===== config.mk =====
export PLATFORM = sky130hd
export DESIGN_NAME = pac_front
export DESIGN_NICKNAME = d
export VERILOG_FILES = /design/src/design/polygon_area_centroid_macros.svh /design/src/design/pac_pkg.sv /design/src/design/pac_front.sv
export SDC_FILE = /design/constraint.sdc
export NUM_CORES = 1
export LEC_CHECK = 0
export ABC_AREA = 0
export BUFFER_PORTS_ARGS = -buffer_cell sky130_fd_sc_hd__buf_2
export CAP_MARGIN = 15
export CORE_ASPECT_RATIO = 1.5
export CORE_MARGIN = 2
export CORE_UTILIZATION = 50
export CTS_CLUSTER_SIZE = 16
export DETAILED_ROUTE_END_ITERATION = 12
export PLACE_DENSITY = 0.82
export SYNTH_ARGS = -nofsm -noshare
export SYNTH_HDL_FRONTEND = slang
export SYNTH_SLANG_ARGS = --single-unit

===== constraint.sdc =====
create_clock -name clock -period 3.5 [get_ports clock]
set_input_delay 0.35 -clock clock [delete_from_list [all_inputs] [get_ports clock]]
set_output_delay 0.35 -clock clock [all_outputs]
set_load 0.005 [all_outputs]

===== src/design/polygon_area_centroid_macros.svh =====
// Assertion macros shared by the polygon area and centroid design.
`ifndef POLYGON_AREA_CENTROID_MACROS_SVH
`define POLYGON_AREA_CENTROID_MACROS_SVH

// The consequent must hold in the same cycle as the antecedent.
`define PAC_ASSERT_SAME(label, clk, rst, ante, cons, msg) \
   label: assert property (@(posedge clk) disable iff (rst) (ante) |-> (cons)) \
      else $error(msg);

// The consequent must hold in the cycle after the antecedent.
`define PAC_ASSERT_NEXT(label, clk, rst, ante, cons, msg) \
   label: assert property (@(posedge clk) disable iff (rst) (ante) |=> (cons)) \
      else $error(msg);

`endif


===== src/design/pac_pkg.sv =====
// Types and constants shared by the polygon area and centroid modules.
package pac_pkg;

   localparam int COORD_WIDTH       = 16;
   localparam int PROD_WIDTH        = 2 * COORD_WIDTH;
   localparam int CROSS_WIDTH       = PROD_WIDTH + 1;
   localparam int PAIR_WIDTH        = COORD_WIDTH + 1;
   localparam int TERM_WIDTH        = PAIR_WIDTH + CROSS_WIDTH;
   localparam int AREA_WIDTH        = 48;
   localparam int MOMENT_WIDTH      = 64;
   localparam int DEN_WIDTH         = AREA_WIDTH + 2;
   localparam int QUOT_WIDTH        = 16;
   localparam int QUEUE_DEPTH       = 4;
   localparam int QUEUE_INDEX_WIDTH = $clog2(QUEUE_DEPTH);

   localparam logic signed [QUOT_WIDTH-1:0] CENTROID_MAX   = 16'sh7FFF;
   localparam logic signed [QUOT_WIDTH-1:0] CENTROID_MIN   = 16'sh8000;
   localparam logic        [QUOT_WIDTH-1:0] QUOT_POS_LIMIT = 16'h7FFF;
   localparam logic        [QUOT_WIDTH-1:0] QUOT_NEG_LIMIT = 16'h8000;

   typedef enum logic [1:0] {
      STATUS_OK        = 2'd0,
      STATUS_ZERO_AREA = 2'd1,
      STATUS_LIMIT     = 2'd2
   } status_type;

   typedef struct packed {
      logic signed [COORD_WIDTH-1:0] pos_x;
      logic signed [COORD_WIDTH-1:0] pos_y;
      logic                          last_vertex;
   } req_word_type;

   typedef struct packed {
      logic signed [AREA_WIDTH-1:0] signed_area;
      logic signed [QUOT_WIDTH-1:0] centroid_x;
      logic signed [QUOT_WIDTH-1:0] centroid_y;
      status_type                   status;
   } rsp_word_type;

   typedef struct packed {
      logic signed [COORD_WIDTH-1:0] x;
      logic signed [COORD_WIDTH-1:0] y;
   } point_type;

   typedef struct packed {
      logic      edge_valid;
      logic      close;
      logic      over_limit;
      point_type head_point;
      point_type tail_point;
   } edge_cmd_type;

   typedef struct packed {
      logic signed [AREA_WIDTH-1:0]   cross_sum;
      logic signed [MOMENT_WIDTH-1:0] moment_x_sum;
      logic signed [MOMENT_WIDTH-1:0] moment_y_sum;
      logic                           over_limit;
   } close_sums_type;

   typedef enum logic [2:0] {
      DIV_IDLE,
      DIV_SETUP,
      DIV_RANGE,
      DIV_SHIFT,
      DIV_FINISH,
      DIV_EMIT
   } div_state_type;

endpackage


===== src/design/pac_front.sv =====
// Front end: accepts vertices, tracks the polygon and issues edge commands.
module pac_front #(
   parameter int MAX_VERTICES = 4096
) (
   input  logic                  clock,
   input  logic                  reset,
   input  logic                  req_valid,
   output logic                  req_ready,
   input  pac_pkg::req_word_type req_word,
   output logic                  cmd_valid,
   input  logic                  cmd_ready,
   output pac_pkg::edge_cmd_type cmd_word
);

   localparam int TallyWidth = $clog2(MAX_VERTICES + 2);
   localparam logic [TallyWidth-1:0] TallyLimit = TallyWidth'(MAX_VERTICES);
   localparam logic [TallyWidth-1:0] TallyOver  = TallyWidth'(MAX_VERTICES + 1);

   logic [TallyWidth-1:0] tally_ff, tally_in;
   pac_pkg::point_type    first_ff, first_in;
   pac_pkg::point_type    prev_ff, prev_in;
   pac_pkg::point_type    cur_point;
   logic                  pend_ff, pend_in;
   pac_pkg::edge_cmd_type pend_cmd_ff, pend_cmd_in;
   pac_pkg::edge_cmd_type edge_cmd;
   logic                  accept;
   logic                  under_limit;

   assign req_ready = !pend_ff && cmd_ready;
   assign accept    = req_valid && req_ready;
   assign cmd_valid = pend_ff || (accept && edge_cmd.edge_valid);
   assign cmd_word  = pend_ff ? pend_cmd_ff : edge_cmd;

   always_comb begin
      cur_point   = '{x: req_word.pos_x, y: req_word.pos_y};
      under_limit = tally_ff < TallyLimit;
      edge_cmd    = '{edge_valid: under_limit && (tally_ff != '0), close: 1'b0,
                      over_limit: 1'b0, head_point: prev_ff, tail_point: cur_point};
      first_in    = first_ff;
      prev_in     = prev_ff;
      tally_in    = tally_ff;
      pend_in     = pend_ff;
      pend_cmd_in = pend_cmd_ff;
      if (pend_ff && cmd_ready) begin
         pend_in = 1'b0;
      end
      if (accept) begin
         if (under_limit) begin
            if (tally_ff == '0) begin
               first_in = cur_point;
            end
            prev_in  = cur_point;
            tally_in = tally_ff + 1'b1;
         end else begin
            tally_in = TallyOver;
         end
         if (req_word.last_vertex) begin
            // The closing edge runs from this vertex back to the first one.
            pend_in     = 1'b1;
            pend_cmd_in = '{edge_valid: under_limit, close: 1'b1,
                            over_limit: !under_limit, head_point: cur_point,
                            tail_point: first_in};
            tally_in    = '0;
         end
      end
   end

   always_ff @(posedge clock) begin
      if (reset) begin
         tally_ff <= '0;
         pend_ff  <= 1'b0;
      end else begin
         tally_ff <= tally_in;
         pend_ff  <= pend_in;
      end
      first_ff    <= first_in;
      prev_ff     <= prev_in;
      pend_cmd_ff <= pend_cmd_in;
   end

endmodule


**Word-level counts from Yosys, hierarchy flattened**

Index checks and enable logic that the tools add are counted.

- Bits in registers: 144
- Bits of input ports: 37
- Output and inout port bits: 69
- Logic and storage cells: 34

- $add $sub $neg: 1
- Magnitude comparators: 1
- Mux-type cells: 8
- Reduce and logical (&&, ||, !) cells: 12

Operators by type and width:

| cell | number |
|---|---|
| two-way mux 67 bit | 1 |
| two-way mux 32 bit | 2 |
| two-way mux 13 bit | 2 |
| adder 13 x 1 -> 13 bit, second input constant | 1 |
| logical NOT 13 bit | 1 |
| less-than comparator 13 bit, second input constant | 1 |
| nonzero test 13 bit | 1 |
| logical AND 1 bit | 5 |
| AND reduction 2 bit | 2 |
| two-way mux 1 bit | 3 |
| logical NOT 1 bit | 2 |
| logical OR 1 bit | 1 |

**Depth between registers and ports, before layout**

- Word-level depth: 5
- Depth in mapped cells: 6
- Mapped depth without buffers: 5

**Worst setup path before layout**

OpenSTA, ideal clock, no wires.

- Path kind: register -> register
- Start point: register pend_ff
- End point: register pend_cmd_ff[0] (netlist name), enable pin
- Library setup time: 433 ps
- Arrival: 2747 ps
- Required time: 3067 ps
- Setup slack: 320 ps
- Cell stages (with the launch flop): 5
- Path buffers: 1
- Clock period less this slack: 3180 ps
- Cells stage by stage: dfxtp_1 > clkbuf_1 > nand3b_4 > inv_2 > and2_1

- Cells in the longest elaborated chain, start to end: 4

RTL lines:

| what | RTL line | text |
|---|---|---|
| from (decl) | pac_front.sv:23 | `logic pend_ff, pend_in;` |
| from (signal assigned) | pac_front.sv:74 | `pend_ff <= pend_in;` |
| logical NOT 1 bit | pac_front.sv:29 | `assign req_ready = !pend_ff && cmd_ready;` |
| logical AND 1 bit | pac_front.sv:29 |  |
| logical AND 1 bit | pac_front.sv:30 | `assign accept = req_valid && req_ready;` |
| net accept | pac_front.sv:26 | `logic accept;` |
| AND reduction 2 bit (no source line) | -- |  |
| to (signal assigned) | pac_front.sv:78 | `pend_cmd_ff <= pend_cmd_in;` |
| to (decl) | pac_front.sv:24 | `pac_pkg::edge_cmd_type pend_cmd_ff, pend_cmd_in;` |

The timed path passes the listed nets, and every way through them passes these cells.
A chain may end at the register's enable or synchronous reset.

==> summary.md <==
| Metric | Value |
|---|---|
| Status | completed |
| Largest net degree at the start of global routing | between 70 and 80 |
| Crit path arrival time | around 2.5 ns |
| RSZ-0062 raised after global routing | false |
| Crit start category | register |
| Post-synth EDFFs | 130 |
| Min-Delay Path Class | in2reg |
| MaxCap Viol Count | 0 |
| Vias in the first global route | 3560 |
| Hold_buf cts | 0 |
| Commonest non-fill, non-tap cells in the layout | edfxtp_1, buf_2, mux2_2 |
| Die Ht | 138 microns |
| Die Wd | 93.6 microns |
| Vias | around 3500 |
| WL per Instance | 19.0 microns |
| CTS Buf Count | 17 |
| Longest Clk Path Bufs | 2 |
| CP delay by family, top | simple AND/OR/NAND/NOR gates |
| Worst Skew | 0.00916 ns |
| RePlAce Congestion | 0.842 |
| Syn nets | ~380 |
| Remaining DRCs | 0 |
| CTS root buf | clkbuf_16 |
| Critical path buffer and inverter count | 2 |
| Antenna-violating nets left | 0 |
| Worst path cell trace | inv_1 > ha_1 > nor4b_2 > nand3_2 > a22o_1 > buf_2 |
| Fin nets | slightly below 500 |
| Fillers | approximately 870 |
| Mapped Area | 6030 sq um |
| Register bit total from synthesis | 144 |
| Slew headroom | 0.389 |
| Final setup viols | 0 |
| Achievable Freq | between 300 and 400 MHz |
| Max Slew Vio Count | 0 |
| Gr usage total | 0.191 |
| N_diodes | 0 |
| DR vias/cell | around 5.6 |
| Final Cycle Share | 0.814 |
| Worst Tran Pin Value | just over 0.9 ns |
| Final wirelength | 11800 microns |
| Asr flop ratio synth | 0 |
| CTS tree | done |
| Power density cells | 559 nW/um^2 |
| Number of post-CTS setup repair buffers | 0 |
| Post_cts resized | 0 |
| First-pass GRT wire length | between 15000 and 20000 microns |
| CP max-delay cell | nand3_2 |
| Design area | roughly 7300 sq um |
| DIE AREA | approximately 13000 sq um |
| VDD IR-drop max | between 0.0002 and 0.0003 V |
| Layout area overhead | 20.6% |
| Worst-Skew Late Latency | between 0.4 and 0.5 ns |
| Post-synthesis cell type count | between 40 and 50 |
| Commonest non-fill, non-tap cell in the layout | edfxtp_1 |
| Row count | 49 |
| Accumulated negative setup slack | 0 ns |
| Lkg Pwr | 2.68 nW |
| Yosys Warn Count | 0 |
| DRT iter0 DRCs | 209 |
| Register area share after synthesis | 0.694 |
| Post-DP Area | 6670 sq um |
| TritonRoute pass-1 iters | 5 |
| Fin crit period | 2.85 ns |
| Overflow after GRT | 0 |
| Port Buffer Count | around 110 |
| Slowest cell delay on critical path | 0.73 ns |
| WS Path Type | reg2out |
| Initial Util | 0.507 |
| Mean post-synth cell area | around 17 sq um |
| Max H-tree Level | 4 |
| IO Pins | between 100 and 150 |
| Clk sink count | ~140 |
| Layout cell share with drive strength beyond 1 | 0.528 |
| Initial antenna violation count | 0 |
| WP data required | 3.15 ns |
| Clock transition at path regs | roughly 0.060 ns |
| CP endpoint kind | output pin |
| Final Hold Vio Count | 0 |
| Largest fanout on the critical path | 25 |
| Placeable Area | between 10000 and 15000 sq um |
| Hpwl dp | roughly 7300 microns |
| Main flop type after synthesis | edfxtp_1 |
| Mapped Cells | between 300 and 400 |
cell type report:
cell class	count	area [sq um]	share of cell area
timing repair buffer	110	576	0.0792
inverter	5	18.8	0.00258
clock buffer	18	429	0.0590
multi-input combinational	177	1700	0.234
tap	153	191	0.0263
sequential	144	4190	0.576
clock inverter	14	166	0.0229
where the power goes:
part           leakage, nW  switching (mW)  internal (mW)  total (mW)
registers             1.31          0.0155           1.95        1.97
logic                 1.08           0.149          0.145       0.294
clock network        0.284           0.683           1.12        1.80
routing by layer:
metal,vias to the layer above,GRT usage,wire (microns)
met5,-,0,0
li1,1576,-,-
met2,140,0.320,6250
met4,0,0.0976,333
met3,22,0.0518,652
met1,1717,0.222,4560
path summary, 6_finish.rpt:
path	depth (start not counted)	endpoint	slack [ns]	from
worst max-delay path	6	cmd_word[66]	0.65	tally_ff[0]
worst min-delay path	1	pend_cmd_ff[62]	0.15	req_word[31]
worst max register to register	6	first_ff[21]	0.89	tally_ff[0]
worst min register to register	2	tally_ff[1]	0.50	tally_ff[1]
synth_stat cells (all sizes together), types with 3 or more instances:
| cell | instances | area share |
|---|---|---|
| nor2 | 9 | 0.0060 |
| nand2 | 7 | 0.0048 |
| or3 | 3 | 0.0031 |
| mux2 | 96 | 0.20 |
| buf | 8 | 0.015 |
| and2 | 4 | 0.0042 |
| nand3 | 7 | 0.0066 |
| clkbuf | 11 | 0.0069 |
| inv | 5 | 0.0031 |
| a31oi | 5 | 0.0052 |
| edfxtp | 130 | 0.65 |
| o21ai | 7 | 0.0058 |
| a21oi | 14 | 0.012 |
| dfxtp | 14 | 0.047 |
logic make-up (layout without fill, tap and decap cells):
group           Yosys count  after routing  share of synthesized area
compound gates           32             32                     0.0311
fa+ha+maj                 2              2                    0.00415
buf+inv                  24            147                     0.0245
flops                   144            144                      0.694
mux                      96             96                      0.197
simple gates             47             47                     0.0490
state kept, by name, indices dropped and copies added, names as in the netlist:
name and flops:
edge_cmd 32, pend_ff 1, pend_cmd_ff 66, first_ff 32, tally_ff 13
stage by stage:
step | power (mW) | setup slack [ns] | std cells | hold WS (ns) | utilization
floorplan | 2.17 | 0.320 | 345 | 0.422 | -
global placement | 2.29 | 0.971 | 589 | 0.468 | 0.561
detailed placement | 2.30 | 0.902 | 589 | 0.484 | 0.561
CTS | 4.10 | 0.600 | 621 | 0.133 | 0.611
global route | 4.20 | 0.481 | 621 | 0.134 | 0.611
finish | 4.06 | 0.649 | 621 | 0.152 | 0.611
worst register-to-register path, delay by kind of cell (launching register included):
kind	cells	cell delay, ns
flip-flops	1	0.33
multiplexers	1	0.33
AND/OR/NAND/NOR	2	0.96
adder cells (fa/ha/maj)	1	0.14
buffers and inverters	2	0.61
Power figures use the tool's default switching activity.
