File: src/design/polygon_area_centroid_macros.svh
// Assertion macros shared by the polygon area and centroid design.
`ifndef POLYGON_AREA_CENTROID_MACROS_SVH
`define POLYGON_AREA_CENTROID_MACROS_SVH

// The consequent must hold in the same cycle as the antecedent.
`define PAC_ASSERT_SAME(label, clk, rst, ante, cons, msg) \
   label: assert property (@(posedge clk) disable iff (rst) (ante) |-> (cons)) \
      else $error(msg);

// The consequent must hold in the cycle after the antecedent.
`define PAC_ASSERT_NEXT(label, clk, rst, ante, cons, msg) \
   label: assert property (@(posedge clk) disable iff (rst) (ante) |=> (cons)) \
      else $error(msg);

`endif

File: src/design/pac_pkg.sv
// Types and constants shared by the polygon area and centroid modules.
package pac_pkg;

   localparam int COORD_WIDTH       = 16;
   localparam int PROD_WIDTH        = 2 * COORD_WIDTH;
   localparam int CROSS_WIDTH       = PROD_WIDTH + 1;
   localparam int PAIR_WIDTH        = COORD_WIDTH + 1;
   localparam int TERM_WIDTH        = PAIR_WIDTH + CROSS_WIDTH;
   localparam int AREA_WIDTH        = 48;
   localparam int MOMENT_WIDTH      = 64;
   localparam int DEN_WIDTH         = AREA_WIDTH + 2;
   localparam int QUOT_WIDTH        = 16;
   localparam int QUEUE_DEPTH       = 4;
   localparam int QUEUE_INDEX_WIDTH = $clog2(QUEUE_DEPTH);

   localparam logic signed [QUOT_WIDTH-1:0] CENTROID_MAX   = 16'sh7FFF;
   localparam logic signed [QUOT_WIDTH-1:0] CENTROID_MIN   = 16'sh8000;
   localparam logic        [QUOT_WIDTH-1:0] QUOT_POS_LIMIT = 16'h7FFF;
   localparam logic        [QUOT_WIDTH-1:0] QUOT_NEG_LIMIT = 16'h8000;

   typedef enum logic [1:0] {
      STATUS_OK        = 2'd0,
      STATUS_ZERO_AREA = 2'd1,
      STATUS_LIMIT     = 2'd2
   } status_type;

   typedef struct packed {
      logic signed [COORD_WIDTH-1:0] pos_x;
      logic signed [COORD_WIDTH-1:0] pos_y;
      logic                          last_vertex;
   } req_word_type;

   typedef struct packed {
      logic signed [AREA_WIDTH-1:0] signed_area;
      logic signed [QUOT_WIDTH-1:0] centroid_x;
      logic signed [QUOT_WIDTH-1:0] centroid_y;
      status_type                   status;
   } rsp_word_type;

   typedef struct packed {
      logic signed [COORD_WIDTH-1:0] x;
      logic signed [COORD_WIDTH-1:0] y;
   } point_type;

   typedef struct packed {
      logic      edge_valid;
      logic      close;
      logic      over_limit;
      point_type head_point;
      point_type tail_point;
   } edge_cmd_type;

   typedef struct packed {
      logic signed [AREA_WIDTH-1:0]   cross_sum;
      logic signed [MOMENT_WIDTH-1:0] moment_x_sum;
      logic signed [MOMENT_WIDTH-1:0] moment_y_sum;
      logic                           over_limit;
   } close_sums_type;

   typedef enum logic [2:0] {
      DIV_IDLE,
      DIV_SETUP,
      DIV_RANGE,
      DIV_SHIFT,
      DIV_FINISH,
      DIV_EMIT
   } div_state_type;

endpackage

File: src/design/pac_div.sv
// Closing unit: shared restoring divider for the centroid and the result register.
module pac_div (
   input  logic                    clock,
   input  logic                    reset,
   input  logic                    sums_valid,
   input  pac_pkg::close_sums_type sums,
   output logic                    div_busy,
   output logic                    rsp_valid,
   input  logic                    rsp_ready,
   output pac_pkg::rsp_word_type   rsp_word
);

   localparam int AreaWidth   = pac_pkg::AREA_WIDTH;
   localparam int MomentWidth = pac_pkg::MOMENT_WIDTH;
   localparam int DenWidth    = pac_pkg::DEN_WIDTH;
   localparam int QuotWidth   = pac_pkg::QUOT_WIDTH;
   localparam int RangeWidth  = DenWidth + QuotWidth;
   localparam int ShiftWidth  = RangeWidth - 1;
   localparam int StepWidth   = $clog2(QuotWidth);
   localparam logic [StepWidth-1:0] StepFirst = StepWidth'(QuotWidth - 1);

   function automatic logic [MomentWidth-1:0] moment_mag(
      input logic signed [MomentWidth-1:0] value
   );
      return value[MomentWidth-1] ? MomentWidth'(-value) : MomentWidth'(value);
   endfunction

   pac_pkg::div_state_type state_ff, state_in;

   logic signed [AreaWidth-1:0]   cross_ff, cross_in;
   logic signed [MomentWidth-1:0] mom_x_ff, mom_x_in;
   logic signed [MomentWidth-1:0] mom_y_ff, mom_y_in;
   logic                          over_ff, over_in;
   logic [DenWidth-1:0]           den_mag_ff, den_mag_in;
   pac_pkg::status_type           status_ff, status_in;
   logic [MomentWidth-1:0]        rem_ff, rem_in;
   logic [ShiftWidth-1:0]         shift_div_ff, shift_div_in;
   logic [QuotWidth-1:0]          quot_ff, quot_in;
   logic [StepWidth-1:0]          step_ff, step_in;
   logic                          neg_ff, neg_in;
   logic                          sel_y_ff, sel_y_in;
   logic signed [QuotWidth-1:0]   cx_ff, cx_in;
   logic signed [QuotWidth-1:0]   cy_ff, cy_in;
   logic                          rsp_valid_ff, rsp_valid_in;
   pac_pkg::rsp_word_type         rsp_word_ff, rsp_word_in;

   logic signed [DenWidth-1:0]    den_full;
   pac_pkg::status_type           setup_status;
   logic                          range_sat;
   logic                          load;
   logic [QuotWidth-1:0]          neg_quot;
   logic signed [QuotWidth-1:0]   centroid_val;

   assign den_full     = (DenWidth'(cross_ff) <<< 1) + DenWidth'(cross_ff);
   assign setup_status = over_ff ? pac_pkg::STATUS_LIMIT :
                         (cross_ff == '0) ? pac_pkg::STATUS_ZERO_AREA : pac_pkg::STATUS_OK;
   assign range_sat    = RangeWidth'(rem_ff) >= {den_mag_ff, {QuotWidth{1'b0}}};
   assign load         = !rsp_valid_ff || rsp_ready;
   assign neg_quot     = '0 - quot_ff;
   assign centroid_val = neg_ff ?
                         ((quot_ff > pac_pkg::QUOT_NEG_LIMIT) ? pac_pkg::CENTROID_MIN
                                                              : $signed(neg_quot)) :
                         ((quot_ff > pac_pkg::QUOT_POS_LIMIT) ? pac_pkg::CENTROID_MAX
                                                              : $signed(quot_ff));
   assign div_busy     = state_ff != pac_pkg::DIV_IDLE;
   assign rsp_valid    = rsp_valid_ff;
   assign rsp_word     = rsp_word_ff;

   always_comb begin
      state_in = state_ff;
      unique case (state_ff)
         pac_pkg::DIV_IDLE: begin
            if (sums_valid) begin
               state_in = pac_pkg::DIV_SETUP;
            end
         end
         pac_pkg::DIV_SETUP: begin
            state_in = (setup_status == pac_pkg::STATUS_OK) ? pac_pkg::DIV_RANGE
                                                            : pac_pkg::DIV_EMIT;
         end
         pac_pkg::DIV_RANGE: begin
            state_in = range_sat ? pac_pkg::DIV_FINISH : pac_pkg::DIV_SHIFT;
         end
         pac_pkg::DIV_SHIFT: begin
            if (step_ff == '0) begin
               state_in = pac_pkg::DIV_FINISH;
            end
         end
         pac_pkg::DIV_FINISH: begin
            state_in = sel_y_ff ? pac_pkg::DIV_EMIT : pac_pkg::DIV_RANGE;
         end
         pac_pkg::DIV_EMIT: begin
            if (load) begin
               state_in = pac_pkg::DIV_IDLE;
            end
         end
         default: state_in = pac_pkg::DIV_IDLE;
      endcase
   end

   always_comb begin
      cross_in     = cross_ff;
      mom_x_in     = mom_x_ff;
      mom_y_in     = mom_y_ff;
      over_in      = over_ff;
      den_mag_in   = den_mag_ff;
      status_in    = status_ff;
      rem_in       = rem_ff;
      shift_div_in = shift_div_ff;
      quot_in      = quot_ff;
      step_in      = step_ff;
      neg_in       = neg_ff;
      sel_y_in     = sel_y_ff;
      cx_in        = cx_ff;
      cy_in        = cy_ff;
      rsp_word_in  = rsp_word_ff;
      rsp_valid_in = rsp_valid_ff && !rsp_ready;
      unique case (state_ff)
         pac_pkg::DIV_IDLE: begin
            if (sums_valid) begin
               cross_in = sums.cross_sum;
               mom_x_in = sums.moment_x_sum;
               mom_y_in = sums.moment_y_sum;
               over_in  = sums.over_limit;
            end
         end
         pac_pkg::DIV_SETUP: begin
            den_mag_in = den_full[DenWidth-1] ? DenWidth'(-den_full) : DenWidth'(den_full);
            status_in  = setup_status;
            cx_in      = '0;
            cy_in      = '0;
            sel_y_in   = 1'b0;
            rem_in     = moment_mag(mom_x_ff);
            neg_in     = mom_x_ff[MomentWidth-1] ^ cross_ff[AreaWidth-1];
         end
         pac_pkg::DIV_RANGE: begin
            // A quotient of 2^16 or more saturates either way.
            if (range_sat) begin
               quot_in = '1;
            end else begin
               quot_in      = '0;
               step_in      = StepFirst;
               shift_div_in = {den_mag_ff, {(QuotWidth - 1){1'b0}}};
            end
         end
         pac_pkg::DIV_SHIFT: begin
            if (ShiftWidth'(rem_ff) >= shift_div_ff) begin
               rem_in  = rem_ff - MomentWidth'(shift_div_ff);
               quot_in = {quot_ff[QuotWidth-2:0], 1'b1};
            end else begin
               quot_in = {quot_ff[QuotWidth-2:0], 1'b0};
            end
            shift_div_in = shift_div_ff >> 1;
            step_in      = step_ff - 1'b1;
         end
         pac_pkg::DIV_FINISH: begin
            if (sel_y_ff) begin
               cy_in = centroid_val;
            end else begin
               cx_in    = centroid_val;
               sel_y_in = 1'b1;
               rem_in   = moment_mag(mom_y_ff);
               neg_in   = mom_y_ff[MomentWidth-1] ^ cross_ff[AreaWidth-1];
            end
         end
         pac_pkg::DIV_EMIT: begin
            if (load) begin
               rsp_valid_in = 1'b1;
               rsp_word_in  = '{
                  signed_area: (status_ff == pac_pkg::STATUS_LIMIT) ? '0 : cross_ff,
                  centroid_x:  cx_ff,
                  centroid_y:  cy_ff,
                  status:      status_ff
               };
            end
         end
         default: begin
            rsp_valid_in = rsp_valid_ff && !rsp_ready;
         end
      endcase
   end

   always_ff @(posedge clock) begin
      if (reset) begin
         state_ff     <= pac_pkg::DIV_IDLE;
         rsp_valid_ff <= 1'b0;
      end else begin
         state_ff     <= state_in;
         rsp_valid_ff <= rsp_valid_in;
      end
      cross_ff     <= cross_in;
      mom_x_ff     <= mom_x_in;
      mom_y_ff     <= mom_y_in;
      over_ff      <= over_in;
      den_mag_ff   <= den_mag_in;
      status_ff    <= status_in;
      rem_ff       <= rem_in;
      shift_div_ff <= shift_div_in;
      quot_ff      <= quot_in;
      step_ff      <= step_in;
      neg_ff       <= neg_in;
      sel_y_ff     <= sel_y_in;
      cx_ff        <= cx_in;
      cy_ff        <= cy_in;
      rsp_word_ff  <= rsp_word_in;
   end

endmodule

File: config.mk
export PLATFORM = sky130hd
export DESIGN_NAME = pac_div
export DESIGN_NICKNAME = d
export VERILOG_FILES = /design/src/design/polygon_area_centroid_macros.svh /design/src/design/pac_pkg.sv /design/src/design/pac_div.sv
export SDC_FILE = /design/constraint.sdc
export NUM_CORES = 1
export LEC_CHECK = 0
export ABC_AREA = 1
export BUFFER_PORTS_ARGS = -buffer_cell sky130_fd_sc_hd__buf_2
export CAP_MARGIN = 20
export CORE_MARGIN = 5
export CORE_UTILIZATION = 48
export CTS_BUF_LIST = sky130_fd_sc_hd__clkbuf_16
export CTS_CLUSTER_SIZE = 25
export DETAILED_ROUTE_END_ITERATION = 8
export GPL_TIMING_DRIVEN = 0
export PLACE_DENSITY = 0.66
export SLEW_MARGIN = 20
export SYNTH_ARGS = -nofsm -noshare
export SYNTH_HDL_FRONTEND = slang
export SYNTH_SLANG_ARGS = --single-unit
File: constraint.sdc
create_clock -name clock -period 19.6 [get_ports clock]
set_input_delay 3.92 -clock clock [delete_from_list [all_inputs] [get_ports clock]]
set_output_delay 3.92 -clock clock [all_outputs]
set_load 0.02 [all_outputs]
Word-level counts from Yosys, hierarchy flattened
Index checks and enable logic that the tools add are counted.
{"block": "classes", "n_mux": 34, "add_sub_neg": 7, "order_cmp": 4, "n_eq_ne": 13, "reduce_logical": 19, "bitwise": 2}
{"operator": "$mux W64", "count": 4}
{"operator": "$pmux W64 S3", "count": 1}
{"operator": "$pmux W65 S2", "count": 1}
{"operator": "$neg A64 Y64", "count": 2}
{"operator": "$mux W16", "count": 6}
{"operator": "$pmux W16 S2", "count": 3}
{"operator": "$ge A64 B66 Y1", "count": 1}
{"operator": "$ge A64 B65 Y1", "count": 1}
{"operator": "$mux W65", "count": 1}
{"operator": "$sub A64 B64 Y64", "count": 1}
{"operator": "$add A49 B48 Y50", "count": 1}
{"operator": "$neg A50 Y50", "count": 1}
{"operator": "$mux W49", "count": 1}
{"operator": "$logic_not A48 Y1", "count": 1}
{"operator": "$mux W3", "count": 6}
{"operator": "$pmux W3 S6", "count": 1}
{"operator": "$gt A16 B15 Y1 const B", "count": 1}
{"operator": "$gt A16 B16 Y1 const B", "count": 1}
{"operator": "$sub A1 B16 Y16 const A", "count": 1}
{"operator": "$ne A2 B2 Y1 const B", "count": 7}
{"operator": "$reduce_and A2 Y1", "count": 5}
{"operator": "$pmux W4 S2", "count": 1}
{"operator": "$eq A3 B2 Y1 const B", "count": 2}
{"operator": "$eq A3 B3 Y1 const B", "count": 2}
{"operator": "17 further kinds", "count": 27}
{"block": "word_totals", "ff_bits": 498, "elab_cells": 100, "output_inout_bits": 84, "inputBits": 181}

Depth between registers and ports, before layout
{"block": "depth", "depth_word": 6, "mapped_depth": 23, "depth_no_buf": 23}

Least setup slack after synthesis
Ideal clock, no wire load.
{"block": "synth_path", "path_type": "input to register", "start": "in sums_valid", "end": "reg cross_ff[0] (enable)", "arrival_time_ns": 11.255, "required_time_ns": 18.883, "path_buffers": 0, "path_slack_ns": 7.628, "stages": 2, "setup_ns": 0.717, "path_cell_list": "inv_1 -> nor2_1"}
{"block": "synth_via", "elab_chain_len": 1}
{"item": "start, declared", "line": "pac_div.sv:5", "rtl": "input logic sums_valid,"}
{"item": "$reduce_and A2 Y1 (no line)"}
{"item": "end signal, assigned", "line": "pac_div.sv:191", "rtl": "cross_ff <= cross_in;"}
{"item": "end, declared", "line": "pac_div.sv:30", "rtl": "logic signed [AreaWidth-1:0] cross_ff, cross_in;"}
Every way passes these cells.
A chain may end at the register's enable or synchronous reset.

Final worst setup path
{"block": "layout_path", "start": "reg state_ff[1]", "end": "out div_busy"}
{"block": "layout_via", "elab_chain_len": 1}
{"item": "start, declared", "line": "pac_div.sv:28", "rtl": "pac_pkg::div_state_type state_ff, state_in;"}
{"item": "start signal, assigned", "line": "pac_div.sv:185", "rtl": "state_ff <= pac_pkg::DIV_IDLE;"}
{"item": "start signal, assigned", "line": "pac_div.sv:188", "rtl": "state_ff <= state_in;"}
{"item": "$reduce_bool A3 Y1", "line": "pac_div.sv:65", "rtl": "assign div_busy = state_ff != pac_pkg::DIV_IDLE;"}
{"item": "end, declared", "line": "pac_div.sv:7", "rtl": "output logic div_busy,"}
Every way passes these cells.

==> results.sh <==
export IMPL_yosysWarnings=0
export IMPL_num_rows=97
export IMPL_end_kind="primary output"
export IMPL_synth_mux_area_share_pct=0
export IMPL_clock_skew_ps=21.65
export IMPL_ctsResizeCount=0
export IMPL_h_tree_depth=2
export IMPL_layout_common_cells="nand2_1 (1010), inv_1 (737), edfxtp_1 (494)"
export IMPL_synthAdderAreaFrac_pct=7.070
export IMPL_syn2layout_area_growth_pct=14.45
export IMPL_hp_class="reg2reg"
export IMPL_die_h_microns=274.8
export IMPL_synth_cell_types=55
export IMPL_maxSlewHeadroom_pct=23.13
export IMPL_dp_hpwl_microns=98800
export IMPL_initial_core_util_pct=48.23
export IMPL_fmax_mhz=176.6
export IMPL_power_density_mw_per_mm2=155.9
export IMPL_path_cells="nor2_1 -> inv_1 -> nor2_1 -> inv_1 -> buf_2"
export IMPL_rsz0062_at_grt="no"
export IMPL_clk_path_buf_depth=3
export IMPL_slowest_delay_ps=340
export IMPL_cp_top_family="buffers and inverters"
export IMPL_setup_violations=0
export IMPL_synth_fp_nets=4693
export IMPL_synth_edff_count=494
export IMPL_crit_fanout=4
export IMPL_start_kind="flop"
export IMPL_busiest_layer="met2"
export IMPL_grt_max_degree=49
export IMPL_viasPerCell=5.453
export IMPL_grt_met1_usage_pct=45.77
export IMPL_maxSlewViolCount=0
export IMPL_top_level_ports=265
export IMPL_firstDrtPassIters=9
export IMPL_final_nets=5038
export IMPL_path_clk_slew_ps=60
export IMPL_route_detailed_drc=0
export IMPL_grt_pass1_vias=28950
export IMPL_drt_wl_total_microns=119000
export IMPL_setup_tns_ps=0
export IMPL_grt_antenna_before_repair=4
export IMPL_grt_ovfl_total=0
export IMPL_grt_use_total_pct=30.74
export IMPL_antenna_left=0
export IMPL_place_congestion=1.033
export IMPL_synthXorXnorAreaFrac_pct=1.717
export IMPL_yosysSeqAreaShare_pct=44.31
export IMPL_syn_inst=4323
export IMPL_dieArea_sq_mm=0.07552
export IMPL_syn_area_sq_mm=0.03366
export IMPL_io_buffers=264
export IMPL_n_antenna_cell=0
export IMPL_path_class="reg2out"
export IMPL_grt_use_met2_pct=47.15
export IMPL_use_met3_pct=5.713
export IMPL_root_buffer="clkbuf_16"
export IMPL_nFillCells=6720
export IMPL_synthArstFlopShare_pct=0
export IMPL_crit_slowest_cell="dfxtp_1"
export IMPL_fin_ws_ps=13940
export IMPL_leakage_nw=17.03
export IMPL_syn_avg_cell_area_sq_um=7.786
export IMPL_timing_hold_violations_final=0
export IMPL_synth_ff_type="edfxtp_1"
export IMPL_maxCapViolations=0
export IMPL_die_w_microns=274.8
export IMPL_cts_tree="built"
export IMPL_drt_initial_drc_count=3162
export IMPL_fin_crit_sh_pct=28.88
export IMPL_via_count=30830
export IMPL_drive_gt1_share_pct=10.84
export IMPL_cp_arrival_ps=1740
export IMPL_irDropWorstVdd_v=0.00009657
export IMPL_placedCellCount=5549
export IMPL_final_common_cell="nand2_1"
export IMPL_worst_skew_pair_late_latency_ps=650
export IMPL_dp_worst_setup_slack_ps=13860
export IMPL_coreArea_sq_mm=0.06979
export IMPL_grt_pass1_wl_microns=175200
export IMPL_final_cell_count_no_fill=5653
export IMPL_power_mw=6.007
export IMPL_finalCriticalPeriod_ps=5661
export IMPL_tightest_slew_ps=1153
export IMPL_postCtsHoldBufs=0
export IMPL_cts_sinks=498
export IMPL_postCtsSetupBuffers=0
export IMPL_wire_per_inst_microns=21.06
export IMPL_crit_required_ps=15680
export IMPL_yosys_area_share_simple_pct=26.48
export IMPL_synth_compound_area_share_pct=11.35
export IMPL_synth_top_family_by_area="simple AND/OR/NAND/NOR gates"
export IMPL_outcome="complete, no violations"
export IMPL_yosys_register_bits=498
export IMPL_cts_buffers=56
export IMPL_crit_buf_inv=3
[per-stage QoR]
| step | cell area [sq um] | utilization, % | hold WS [ps] |
|---|---|---|---|
| 6_report | 38520 | 55.20 | 417.8 |
| 5_1_grt | 38520 | 55.20 | 422.7 |
| 4_1_cts | 38510 | 55.18 | 418.6 |
| 3_5_place_dp | 36630 | 52.49 | 404.5 |
| 3_3_place_gp | 36160 | 51.81 | 401.7 |
| 2_1_floorplan | 33660 | - | 400.3 |
[cell families after synthesis]
logic type               after synthesis
AO/OA/AOI/OAI                        687
flip-flops                           498
AND/OR/NAND/NOR                     2070
buffers and inverters                813
adder cells (fa/ha/maj)              189
XOR/XNOR                              66
[path summary, 6_finish.rpt]
| path | start | to | slack (ps) | cells past startpoint |
|---|---|---|---|---|
| setup / recovery | state_ff[1] | div_busy | 13940 | 5 |
| hold / removal | cy_ff[13] | rsp_word[15] | 420 | 0 |
| setup reg to reg | state_ff[1] | rem_ff[58] | 14920 | 11 |
| hold reg to reg | cy_ff[13] | rsp_word[15] | 420 | 0 |
[report_power, final]
| group | switching, mW | total, mW | leakage [nW] | internal, mW |
|---|---|---|---|---|
| sequential | 0.216 | 1.88 | 4.64 | 1.66 |
| clock | 0.462 | 1.08 | 0.947 | 0.619 |
| combinational | 2.13 | 3.05 | 11.4 | 0.922 |
| total | 2.81 | 6.01 | 17.0 | 3.20 |
[layout make-up]
class	count	area, sq um	area share (%)
multi-input combinational	3012	15750	40.88
sequential	498	14910	38.72
timing repair buffer	287	1748	4.537
clock buffer	56	1401	3.638
tap	940	1176	3.053
inverter	747	2804	7.279
clock inverter	47	478.0	1.241
buffer	66	251.5	0.6528
[state kept, by name, indices dropped and copies added, names as in the netlist, 4 cells and up]
register / flops
mom_x_ff: 64
mom_y_ff: 64
den_mag_ff: 50
cross_ff: 48
shift_div_ff: 65
cy_ff: 16
cx_ff: 16
step_ff: 4
rsp_word: 82
quot_ff: 16
rem_ff: 64
[cell usage after synthesis (22+ instances only)]
master	instances	share of area (%)
nand3b_1	23	0.51
o21bai_1	24	0.54
nand3_1	248	3.7
nor2_1	494	5.5
nand2_2	39	0.72
clkbuf_1	52	0.58
inv_1	729	8.1
ha_1	187	7.0
nor2_2	22	0.41
nor3_1	72	1.1
a31oi_1	22	0.41
nor4_1	49	0.91
a21oi_1	272	4.0
edfxtp_1	494	44
nand2_1	1011	11
xor2_1	51	1.3
nand4_1	56	1.0
or2_2	24	0.45
o21ai_0	259	3.9
[layer usage]
| metal | routed length, microns | up-vias |
|---|---|---|
| li1 | - | 15070 |
| met1 | 55050 | 14460 |
| met2 | 51120 | 1163 |
| met3 | 10270 | 127 |
| met4 | 2597 | 0 |
| met5 | 0 | - |
[worst reg2reg max path, stage by stage (launching register included)]
cell,delay [ps]
dfxtp_1,390
inv_1,70
nor2_2,330
buf_8,210
inv_1,100
nor2_2,400
buf_6,250
clkbuf_1,640
clkbuf_1,830
nand2_1,390
nand2_4,360
buf_16,300
No activity file was read; power rests on OpenSTA's default activity.
