**src/design/polygon_area_centroid_macros.svh**
```systemverilog
// Assertion macros shared by the polygon area and centroid design.
`ifndef POLYGON_AREA_CENTROID_MACROS_SVH
`define POLYGON_AREA_CENTROID_MACROS_SVH

// The consequent must hold in the same cycle as the antecedent.
`define PAC_ASSERT_SAME(label, clk, rst, ante, cons, msg) \
   label: assert property (@(posedge clk) disable iff (rst) (ante) |-> (cons)) \
      else $error(msg);

// The consequent must hold in the cycle after the antecedent.
`define PAC_ASSERT_NEXT(label, clk, rst, ante, cons, msg) \
   label: assert property (@(posedge clk) disable iff (rst) (ante) |=> (cons)) \
      else $error(msg);

`endif

```
**src/design/pac_pkg.sv**
```systemverilog
// Types and constants shared by the polygon area and centroid modules.
package pac_pkg;

   localparam int COORD_WIDTH       = 16;
   localparam int PROD_WIDTH        = 2 * COORD_WIDTH;
   localparam int CROSS_WIDTH       = PROD_WIDTH + 1;
   localparam int PAIR_WIDTH        = COORD_WIDTH + 1;
   localparam int TERM_WIDTH        = PAIR_WIDTH + CROSS_WIDTH;
   localparam int AREA_WIDTH        = 48;
   localparam int MOMENT_WIDTH      = 64;
   localparam int DEN_WIDTH         = AREA_WIDTH + 2;
   localparam int QUOT_WIDTH        = 16;
   localparam int QUEUE_DEPTH       = 4;
   localparam int QUEUE_INDEX_WIDTH = $clog2(QUEUE_DEPTH);

   localparam logic signed [QUOT_WIDTH-1:0] CENTROID_MAX   = 16'sh7FFF;
   localparam logic signed [QUOT_WIDTH-1:0] CENTROID_MIN   = 16'sh8000;
   localparam logic        [QUOT_WIDTH-1:0] QUOT_POS_LIMIT = 16'h7FFF;
   localparam logic        [QUOT_WIDTH-1:0] QUOT_NEG_LIMIT = 16'h8000;

   typedef enum logic [1:0] {
      STATUS_OK        = 2'd0,
      STATUS_ZERO_AREA = 2'd1,
      STATUS_LIMIT     = 2'd2
   } status_type;

   typedef struct packed {
      logic signed [COORD_WIDTH-1:0] pos_x;
      logic signed [COORD_WIDTH-1:0] pos_y;
      logic                          last_vertex;
   } req_word_type;

   typedef struct packed {
      logic signed [AREA_WIDTH-1:0] signed_area;
      logic signed [QUOT_WIDTH-1:0] centroid_x;
      logic signed [QUOT_WIDTH-1:0] centroid_y;
      status_type                   status;
   } rsp_word_type;

   typedef struct packed {
      logic signed [COORD_WIDTH-1:0] x;
      logic signed [COORD_WIDTH-1:0] y;
   } point_type;

   typedef struct packed {
      logic      edge_valid;
      logic      close;
      logic      over_limit;
      point_type head_point;
      point_type tail_point;
   } edge_cmd_type;

   typedef struct packed {
      logic signed [AREA_WIDTH-1:0]   cross_sum;
      logic signed [MOMENT_WIDTH-1:0] moment_x_sum;
      logic signed [MOMENT_WIDTH-1:0] moment_y_sum;
      logic                           over_limit;
   } close_sums_type;

   typedef enum logic [2:0] {
      DIV_IDLE,
      DIV_SETUP,
      DIV_RANGE,
      DIV_SHIFT,
      DIV_FINISH,
      DIV_EMIT
   } div_state_type;

endpackage

```
**src/design/pac_fifo.sv**
```systemverilog
// Short queue of edge commands between the front end and the accumulator.
module pac_fifo (
   input  logic                  clock,
   input  logic                  reset,
   input  logic                  push_valid,
   output logic                  push_ready,
   input  pac_pkg::edge_cmd_type push_word,
   output logic                  pop_valid,
   input  logic                  pop_ready,
   output pac_pkg::edge_cmd_type pop_word
);

   localparam int Depth      = pac_pkg::QUEUE_DEPTH;
   localparam int IndexWidth = pac_pkg::QUEUE_INDEX_WIDTH;
   localparam int CountWidth = $clog2(Depth + 1);
   localparam logic [CountWidth-1:0] CountFull = CountWidth'(Depth);
   localparam logic [IndexWidth-1:0] IndexLast = IndexWidth'(Depth - 1);

   pac_pkg::edge_cmd_type slot_ff [Depth];
   logic [IndexWidth-1:0] wr_ptr_ff, wr_ptr_in;
   logic [IndexWidth-1:0] rd_ptr_ff, rd_ptr_in;
   logic [CountWidth-1:0] count_ff, count_in;
   logic                  push;
   logic                  pop;

   assign push_ready = count_ff != CountFull;
   assign pop_valid  = count_ff != '0;
   assign pop_word   = slot_ff[rd_ptr_ff];
   assign push       = push_valid && push_ready;
   assign pop        = pop_valid && pop_ready;

   always_comb begin
      wr_ptr_in = wr_ptr_ff;
      rd_ptr_in = rd_ptr_ff;
      count_in  = count_ff;
      if (push) begin
         wr_ptr_in = (wr_ptr_ff == IndexLast) ? '0 : wr_ptr_ff + 1'b1;
      end
      if (pop) begin
         rd_ptr_in = (rd_ptr_ff == IndexLast) ? '0 : rd_ptr_ff + 1'b1;
      end
      if (push && !pop) begin
         count_in = count_ff + 1'b1;
      end else if (pop && !push) begin
         count_in = count_ff - 1'b1;
      end
   end

   always_ff @(posedge clock) begin
      if (reset) begin
         wr_ptr_ff <= '0;
         rd_ptr_ff <= '0;
         count_ff  <= '0;
      end else begin
         wr_ptr_ff <= wr_ptr_in;
         rd_ptr_ff <= rd_ptr_in;
         count_ff  <= count_in;
      end
   end

   always_ff @(posedge clock) begin
      if (push) begin
         slot_ff[wr_ptr_ff] <= push_word;
      end
   end

endmodule

```
**config.mk**
```make
export PLATFORM = sky130hd
export DESIGN_NAME = pac_fifo
export DESIGN_NICKNAME = d
export VERILOG_FILES = /design/src/design/polygon_area_centroid_macros.svh /design/src/design/pac_pkg.sv /design/src/design/pac_fifo.sv
export SDC_FILE = /design/constraint.sdc
export NUM_CORES = 1
export LEC_CHECK = 0
export BUFFER_PORTS_ARGS = -buffer_cell sky130_fd_sc_hd__buf_2
export CAP_MARGIN = 20
export CORE_MARGIN = 5
export CORE_UTILIZATION = 40
export DETAILED_ROUTE_END_ITERATION = 10
export PLACE_DENSITY = 0.56
export SLEW_MARGIN = 30
export SYNTH_ARGS = -nofsm -noshare
export SYNTH_HDL_FRONTEND = slang
export SYNTH_SLANG_ARGS = --single-unit
export TNS_END_PERCENT = 50
```
**constraint.sdc**
```tcl
create_clock -name clock -period 2.6 [get_ports clock]
set_input_delay 0.13 -clock clock [delete_from_list [all_inputs] [get_ports clock]]
set_output_delay 0.13 -clock clock [all_outputs]
set_load 0.01 [all_outputs]
```
=== Yosys cells after proc, flatten, opt, wreduce, memory -nomap -nowiden ===
Memory sizes are Yosys's and may differ from the RTL's. A register that Yosys moved wholly into a read port is not among the register bits.
Cells that the tools add are included.

* $add $sub $neg: 4
* $mul: 0
* Div/mod/pow operators: 0
* $lt $le $gt $ge: 0
* Equal/unequal tests: 3
* Shift operators: 0
* Muxes and demuxes: 8
* Bitwise gates (word level): 0
* Reduce and logical (&&, ||, !) cells: 8

{| class="wikitable"
|+ Operators with widths
! kind !! count
|-
| $mux 2 || 4
|-
| $mux 3 || 2
|-
| $add 2x1->2 const B || 2
|-
| $eq 2x2->1 const B || 2
|-
| $logic_and 1x1->1 || 4
|-
| $add 3x1->3 const B || 1
|-
| $ne 3x3->1 const B || 1
|-
| $reduce_bool 3->1 || 1
|-
| $sub 3x1->3 const B || 1
|-
| $logic_not 1->1 || 2
|-
| $mux 1 || 2
|-
| $reduce_bool 2->1 || 1
|}

* Register bits: 7
* Latch bits: 0
* Memory bits (writable): 268
* Memory bits (read-only): 0
* Input bits: 71
* Output and inout bits: 69
* Word-level logic and storage cells: 27
* Memories: 1

{| class="wikitable"
|+ Memory list
! memory !! depth !! width !! rd ports !! clocked after Yosys merged registers in !! wr ports !! RTL line !! text
|-
| slot_ff || 4 || 67 || 1 || 1 || 1 || pac_fifo.sv:19 || <nowiki>pac_pkg::edge_cmd_type slot_ff [Depth];</nowiki>
|}

=== Longest topological paths before layout ===
Gate-level depths: netlist of run 1.

* Depth in word-level cells: 6
* Mapped depth: 9
* Gate-level depth less buffers: 8

=== Worst setup path after synthesis of run 1 ===
Ideal clock, no wire load.

* Kind: register -> register
* Start: register count_ff[0]
* End: register count_ff[2]
* Library setup time: 0.070 ns
* Arrival time: 2.119 ns
* Required time: 2.530 ns
* Path slack: 0.411 ns
* Cell stages (with the launch flop): 8
* Buffers on the path: 0
* Cells stage by stage: dfxtp_1 o31ai_1 ha_1 inv_1 fa_1 xor2_1 or3_2 a21oi_1

* Longest elaborated chain between the ends: 5
* Elaborated cells between the ends (all ways): 13
* Those cells by class: add/sub (2); eq/ne (1); mux (2); reduce/logical (8)

{| class="wikitable"
|+ Ends and longest elaborated chain
! element !! RTL line !! text
|-
| from (decl) || pac_fifo.sv:22 || <nowiki>logic [CountWidth-1:0] count_ff, count_in;</nowiki>
|-
| from (signal assigned) || pac_fifo.sv:57 || <nowiki>count_ff <= count_in;</nowiki>
|-
| parallel branches: the longest is 5 deep, another holds $sub 3x1->3 || n/a ||
|}

Several ways; the timed one is not identified. The select of a mux whose other input is x is not followed.
A chain may end at the register's enable or synchronous reset.

=== Final worst setup path of run 1 ===
* Start: register count_ff[0]
* End: register count_ff[2]

* Longest elaborated chain between the ends: 5
* Elaborated cells between the ends (all ways): 13
* Those cells by class: add/sub (2); eq/ne (1); mux (2); reduce/logical (8)

{| class="wikitable"
|+ Ends and longest elaborated chain
! element !! RTL line !! text
|-
| $ne 3x3->1 (*) || pac_fifo.sv:26 || <nowiki>assign push_ready = count_ff != CountFull;</nowiki>
|-
| $logic_and 1x1->1 (*) || pac_fifo.sv:29 || <nowiki>assign push = push_valid && push_ready;</nowiki>
|-
| named net push || pac_fifo.sv:23 || <nowiki>logic push;</nowiki>
|-
| $logic_not 1->1 || pac_fifo.sv:44 || <nowiki>end else if (pop && !push) begin</nowiki>
|-
| $logic_and 1x1->1 || pac_fifo.sv:44 ||
|-
| $reduce_bool 2->1 (no line) || n/a ||
|}

The timed path passes the listed nets; every way through them passes the cells marked *. The select of a mux whose other input is x is not followed.

==> metrics.yaml, run 1 <==
status: "complete, no violations"
rsz0062_at_grt: "false"
cts_root_buf: "clkbuf_16"
fin_nets: 711
fmax_mhz: 414
post_synth.cell_area_avg_um2: 25.5
dpl.hpwl_mm: 11.7
post_cts_buffers: 0
min_path_type: "input port to flip-flop"
synth_cell_type_count: 28
grt_max_degree: 68
wl_met2_mm: 9.91
endpoint_kind: "flip-flop"
final_common_cell: "edfxtp_1"
area_growth_pct: 28.0
worst-path-max-fanout: 7
synth_edf_count: 268
leakagePower_nw: 4.42
layoutNonFillerInstCount: 985
finalMaxSlewViolations: 0
power_density_mw_per_mm2: 924
final_layout_size_suffix_gt1_share_pct: 41.4
htree_num_levels: 1
final_cell_area_mm2: 0.0130
grt_overflow: 0
required_ps: 3050
yosysSeqAreaShare_pct: 81.1
synthCells: 398
grt_pass1_vias: 5427
cts_tree: "yes"
crit_type: "flip-flop to flip-flop"
met1_length_mm: 7.74
placed_cell_area_mm2: 0.0114
fp.dieH_um: 169
wl_mm: 19.2
vias: 4860
skew_ps: 8.69
dpl.cell_count: 863
final_cell_mix: "268 x edfxtp_1, 139 x buf_2, 69 x dlygate4sd3_1"
hold_violations: 0
path_delay_family: "simple AND/OR/NAND/NOR gates"
slowest_delay_ps: 440
crit_chain: "or3b_1, and2_4, ha_1, inv_1, fa_1, xor2_1, or3_2, a21oi_1"
preCtsSetupSlack_ps: 238
path_buf_inv: 1
clock_sinks: 277
start_util_pct: 40.4
clkLatencyLatePin_ps: 520
ir_drop_mv: 0.526
drv_cap: 0
syn_nets: 476
globalplace.congestion: 0.690
tns_ps: 0
worst_setup_path_start_kind: "flip-flop"
synth-async-reset-ratio_pct: 0
cp_data_arrival_time_ps: 2870
path_clk_slew_ps: 60
tightestPinTransition_ps: 496
fin_crit_sh_pct: 93.0
setup_ws_ps: 182
antenna_found_initial: 1
n_fill_cell: 2026
cts_buffers: 29
crit_path_top_delay_cell: "dfxtp_1"
ys_ff_latch: 277
grt_pass1_wl_mm: 30.6
drc: 0
finalSetupViolCount: 0
postRouteAntennaNets: 0
grt_usage_pct: 13.6
num_rows: 58
die_area_mm2: 0.0287
ioPinCount: 140
min_period_ps: 2420
relSlewSlack_pct: 66.9
core_area_mm2: 0.0251
portBuffers: 139
syn_area_mm2: 0.0102
wl_per_cell_um: 19.5
vias_per_cell: 4.93
first_pass_iters: 4
clockBufferDepth: 3
diodes: 0
ys_warn_count: 0
highest_layer: "met5"
met3_length_mm: 1.16
drt_iter0_drc: 286
ys.flop_type: "edfxtp_1"
fp.dieW_um: 169
[kinds of logic (layout without fill, tap and decap cells)]
kind of cell / after synthesis / count (layout) / synth area share [%]
AOI/OAI and AO/OA: 5 / 5 / 0.345
xor gates and xnor gates: 2 / 2 / 0.173
adders and majority gates: 7 / 7 / 0.937
buffers and inverters: 20 / 277 / 1.28
DFF: 277 / 277 / 81.1
muxes: 70 / 70 / 15.2
and+or+nand+nor: 17 / 17 / 1.05
[path summary, 6_finish.rpt]
| kind | startpoint | to | slack (ps) | depth (start not counted) |
|---|---|---|---|---|
| worst min-delay path | pop_ready | flip-flop | 110 | 5 |
| worst max-delay path | count_ff[0]$_SDFFE_PP0P_ | count_ff[2]$_SDFFE_PP0P_ | 180 | 8 |
| worst min register to register | rd_ptr_ff[0]$_SDFFE_PP0P_ | flip-flop | 500 | 2 |
| worst max register to register | count_ff[0]$_SDFFE_PP0P_ | count_ff[2]$_SDFFE_PP0P_ | 180 | 8 |
[repair_timing]
action	4_1_cts	5_1_grt
hold endpoints to repair	277	0
hold buffers	69	0
gates resized for setup	0	0
[where the power goes]
part | switching, mW | internal [mW] | total, mW
clock | 1.55 | 2.44 | 3.99
sequential | 0.194 | 5.41 | 5.61
combinational | 1.21 | 1.20 | 2.41
total | 2.95 | 9.06 | 12.0
[cell type report]
class	count	area [µm²]	area share, %
clock buffer	36	752	5.79
clock inverter	17	188	1.44
inverter	3	11.3	0.0867
multi-input combinational	101	1810	13.9
sequential	277	8240	63.4
tap	330	413	3.18
timing repair buffer	221	1580	12.2
[cell usage after synthesis, types with 3 or more instances]
| cell | n | area (µm²) |
|---|---|---|
| nor2_1 | 3 | 11.3 |
| and3_2 | 4 | 30.0 |
| buf_1 | 3 | 11.3 |
| ha_1 | 6 | 75.1 |
| buf_6 | 5 | 56.3 |
| buf_2 | 4 | 20.0 |
| buf_4 | 3 | 22.5 |
| mux2i_1 | 3 | 30.0 |
| inv_1 | 3 | 11.3 |
| edfxtp_1 | 268 | 8050 |
| dfxtp_1 | 9 | 180 |
| mux4_2 | 67 | 1510 |
[tightest hold or removal path, delay by kind of cell]
family / cells / cell delay [ps]
and+or+nand+nor: 1 / 50
AOI/OAI and AO/OA: 2 / 160
buffers and inverters: 2 / 230
[per-layer routing]
layer	vias to the layer above	global-route usage, %
met5	-	0
met4	2	2.98
met3	34	3.14
met2	135	24.2
met1	2507	17.1
li1	2182	-
[registers in the layout, summed over array words and instances (netlist names), named ones only]
signal,flops
wr_ptr_ff,2
count_ff,3
rd_ptr_ff,2
slot_ff,268
[through the flow]
| step | utilization, % | power [mW] | hold slack [ps] |
|---|---|---|---|
| CTS | 51.7 | 12.2 | 83.4 |
| global placement | 45.2 | 8.04 | 338 |
| detailed placement | 45.2 | 8.11 | 348 |
| global route | 51.7 | 12.6 | 151 |
| floorplan | - | 7.14 | 229 |
| finish | 51.7 | 12.0 | 109 |
No activity file was read; power rests on OpenSTA's default activity.
==> run 2: changes to the inputs <==
- CELL_PAD_IN_SITES_DETAIL_PLACEMENT: unset -> 1
- CELL_PAD_IN_SITES_GLOBAL_PLACEMENT: unset -> 1
- PLACE_DENSITY: 0.56 -> 0.62
==> metrics.yaml, run 2 (synthesis gave the netlist of run 1 again) <==
status: "complete, no violations"
top_regs: "slot_ff: 268 flops, count_ff: 3 flops"
fp.dieW_um: 169  # unchanged
wl_per_cell_um: 21.0  # +7.8%
finalMaxSlewViolations: 0  # unchanged
combPwrFrac_pct: 21.0  # +0.9 points
crit_type: "flip-flop to flip-flop"
fmax_mhz: 422  # +2.1%
reg2reg_slack_ps: 230  # +50 ps
tns_ps: 0  # unchanged
drc: 0  # unchanged
post_cts_buffers: 0  # unchanged
crit_path_top_delay_cell: "dfxtp_1"
antenna_found_initial: 1  # unchanged
globalplace.congestion: 0.684  # -0.88%
grt_usage_pct: 14.3  # +0.74 points
clkLatencyLatePin_ps: 530  # about the same
hold_path_startpoint: "pop_ready"
core_area_mm2: 0.0251  # unchanged
clock_sinks: 277  # unchanged
tightestPinTransition_ps: 485  # -11.1 ps
path_clk_slew_ps: 60  # about the same
min_path_cells: 5  # unchanged
final_common_cell: "edfxtp_1"
portBuffers: 139  # unchanged
final_layout_size_suffix_gt1_share_pct: 40.9  # -0.43 points
power_frac_clock_pct: 31.4  # -1.8 points
relSlewSlack_pct: 67.7  # +0.74 points
skew_ps: 10.3  # +1.59 ps
power_density_mw_per_mm2: 911  # -1.5%
hold_violations: 0  # unchanged
worst-path-max-fanout: 7  # unchanged
min_period_ps: 2370  # -49.5 ps
clockBufferDepth: 3  # unchanged
start_util_pct: 40.4  # unchanged
cts_tree: "yes"
endpoint_kind: "flip-flop"
ir_drop_mv: 0.473  # -10%
worst_setup_path_start_kind: "flip-flop"
r2r-end: "count_ff[2]$_SDFFE_PP0P_"
vias: 4895  # +0.72%
grt_pass1_vias: 5556  # +2.4%
vias_per_cell: 4.96  # +0.52%
wl_mm: 20.7  # +8.0%
grt_pass1_wl_mm: 31.9  # +4.2%
swShare_pct: 25.6  # +1.0 points
drt_iter0_drc: 329  # +15%
net-switching-power_mw: 3.02  # +2.2%
n_fill_cell: 2295  # +13%
required_ps: 3070  # +20 ps
grt_overflow: 0  # unchanged
first_pass_iters: 4  # unchanged
multi_input_area_mm2: 0.00181  # unchanged
min_path_type: "input port to flip-flop"
ioPinCount: 140  # unchanged
largest_register_ffs: 268  # unchanged
regMostFlops: "slot_ff"
reg2regPathDepth: 8  # unchanged
finalSetupViolCount: 0  # unchanged
ctsResizeCount: 0  # unchanged
postRouteAntennaNets: 0  # unchanged
r2r-start: "count_ff[0]$_SDFFE_PP0P_"
cts_buffers: 28  # -3.4%
fin_nets: 714  # +0.42%
p_seq_share_pct: 47.6  # +0.9 points
fp.dieH_um: 169  # unchanged
path_buf_inv: 1  # unchanged
regArea_mm2: 0.00824  # unchanged
p_int_mw: 8.77  # -3.2%
cp_data_arrival_time_ps: 2840  # -30 ps
crit_chain: "or3b_1, and2_4, ha_1, inv_1, fa_1, xor2_1, or3_2, a21oi_1"
fin_crit_sh_pct: 91.1  # -1.9 points
drv_cap: 0  # unchanged
path_delay_family: "simple AND/OR/NAND/NOR gates"
area_growth_pct: 27.5
slowest_delay_ps: 440  # about the same
htree_num_levels: 1  # unchanged
hold_slack_ps: 113  # +3.90 ps
rsz0062_at_grt: "false"
num_rows: 58  # unchanged
leakagePower_nw: 4.39  # -0.61%
die_area_mm2: 0.0287  # unchanged
cts_root_buf: "clkbuf_16"
total_power_mw: 11.8  # -1.8%
final_cell_mix: "268 x edfxtp_1, 139 x buf_2, 69 x dlygate4sd3_1"
grt_max_degree: 32  # -53%
dpl.hpwl_mm: 12.9  # +9.8%
diodes: 0  # unchanged
==> run 2: cell types whose count changed in the layout (fill, tap and decap cells not counted) <==
cell        before  now
clkinv_1         4    6
clkinv_2         7    4
clkbuf_1         7    9
clkinvlp_4       0    1
buf_12           8    9
clkinv_4         2    1
bufinv_16        4    1
buf_4            5    8
==> run 2: layer usage <==
layer | up-vias | routed length, µm | GRT usage, % | part of all wire, %
li1 | 2186 | - | - | -
met1 | 2546 | 8990 | 19.3 | 43
met2 | 131 | 10200 | 24.3 | 49
met3 | 30 | 1220 | 3.17 | 5.9
met4 | 2 | 320 | 3.05 | 1.5
met5 | - | 13 | 0 | 0.063
==> run 2: per-stage QoR <==
stage | std cells | utilization, % | worst slack, ps | cell area, µm²
6_report | 987 | 51.5 | 232 | 12900
5_1_grt | 987 | 51.5 | 101 | 12900
4_1_cts | 987 | 51.5 | 226 | 12900
3_5_place_dp | 867 | 45.4 | 242 | 11400
3_3_place_gp | 867 | 45.4 | 373 | 11400
2_1_floorplan | 398 | - | 411 | 10200
==> run 2: how the worst max path moves through the flow <==
| stage | start | end | slack [ps] | cells after the start |
|---|---|---|---|---|
| after CTS | count_ff[0]$_SDFFE_PP0P_ | count_ff[2]$_SDFFE_PP0P_ | 230 | 8 |
| after global placement | count_ff[0]$_SDFFE_PP0P_ | count_ff[2]$_SDFFE_PP0P_ | 370 | 8 |
| after global routing | count_ff[0]$_SDFFE_PP0P_ | count_ff[2]$_SDFFE_PP0P_ | 100 | 8 |
| after detailed placement | count_ff[0]$_SDFFE_PP0P_ | count_ff[2]$_SDFFE_PP0P_ | 240 | 8 |
| after floorplan | count_ff[0]$_SDFFE_PP0P_ | count_ff[2]$_SDFFE_PP0P_ | 410 | 7 |
| final | count_ff[0]$_SDFFE_PP0P_ | count_ff[2]$_SDFFE_PP0P_ | 230 | 8 |
==> run 2: worst reg2reg max path: cells and delay by family, from the launching register on <==
family | cells | cell delay (ps)
xor gates and xnor gates | 1 | 180
and+or+nand+nor | 3 | 920
buffers and inverters | 1 | 70
adders and majority gates | 2 | 560
DFF | 1 | 440
AOI/OAI and AO/OA | 1 | 140
==> run 2: power groups by stage <==
| stage | Sequential, mW | Clock [mW] | Combinational, mW |
|---|---|---|---|
| floorplan | 5.59 | 0 | 1.55 |
| global placement | 5.68 | 0 | 2.41 |
| detailed placement | 5.72 | 0 | 2.45 |
| CTS | 5.62 | 3.82 | 2.54 |
| global route | 5.66 | 4.04 | 2.68 |
| finish | 5.61 | 3.70 | 2.47 |
==> run 2: layout make-up <==
class	instances	share of cell area [%]
multi-input cells	101	14.0
clock buffers	38	5.87
clock inverters	13	0.686
flip-flops and latches	277	63.6
repair buffers	225	12.6
well taps	330	3.19
inverters	3	0.0870
==> run 2: what timing repair did <==
action,in CTS,in global routing
hold buffers,69,0
endpoints found under the setup margin,0,0
endpoints found under the hold margin,276,0
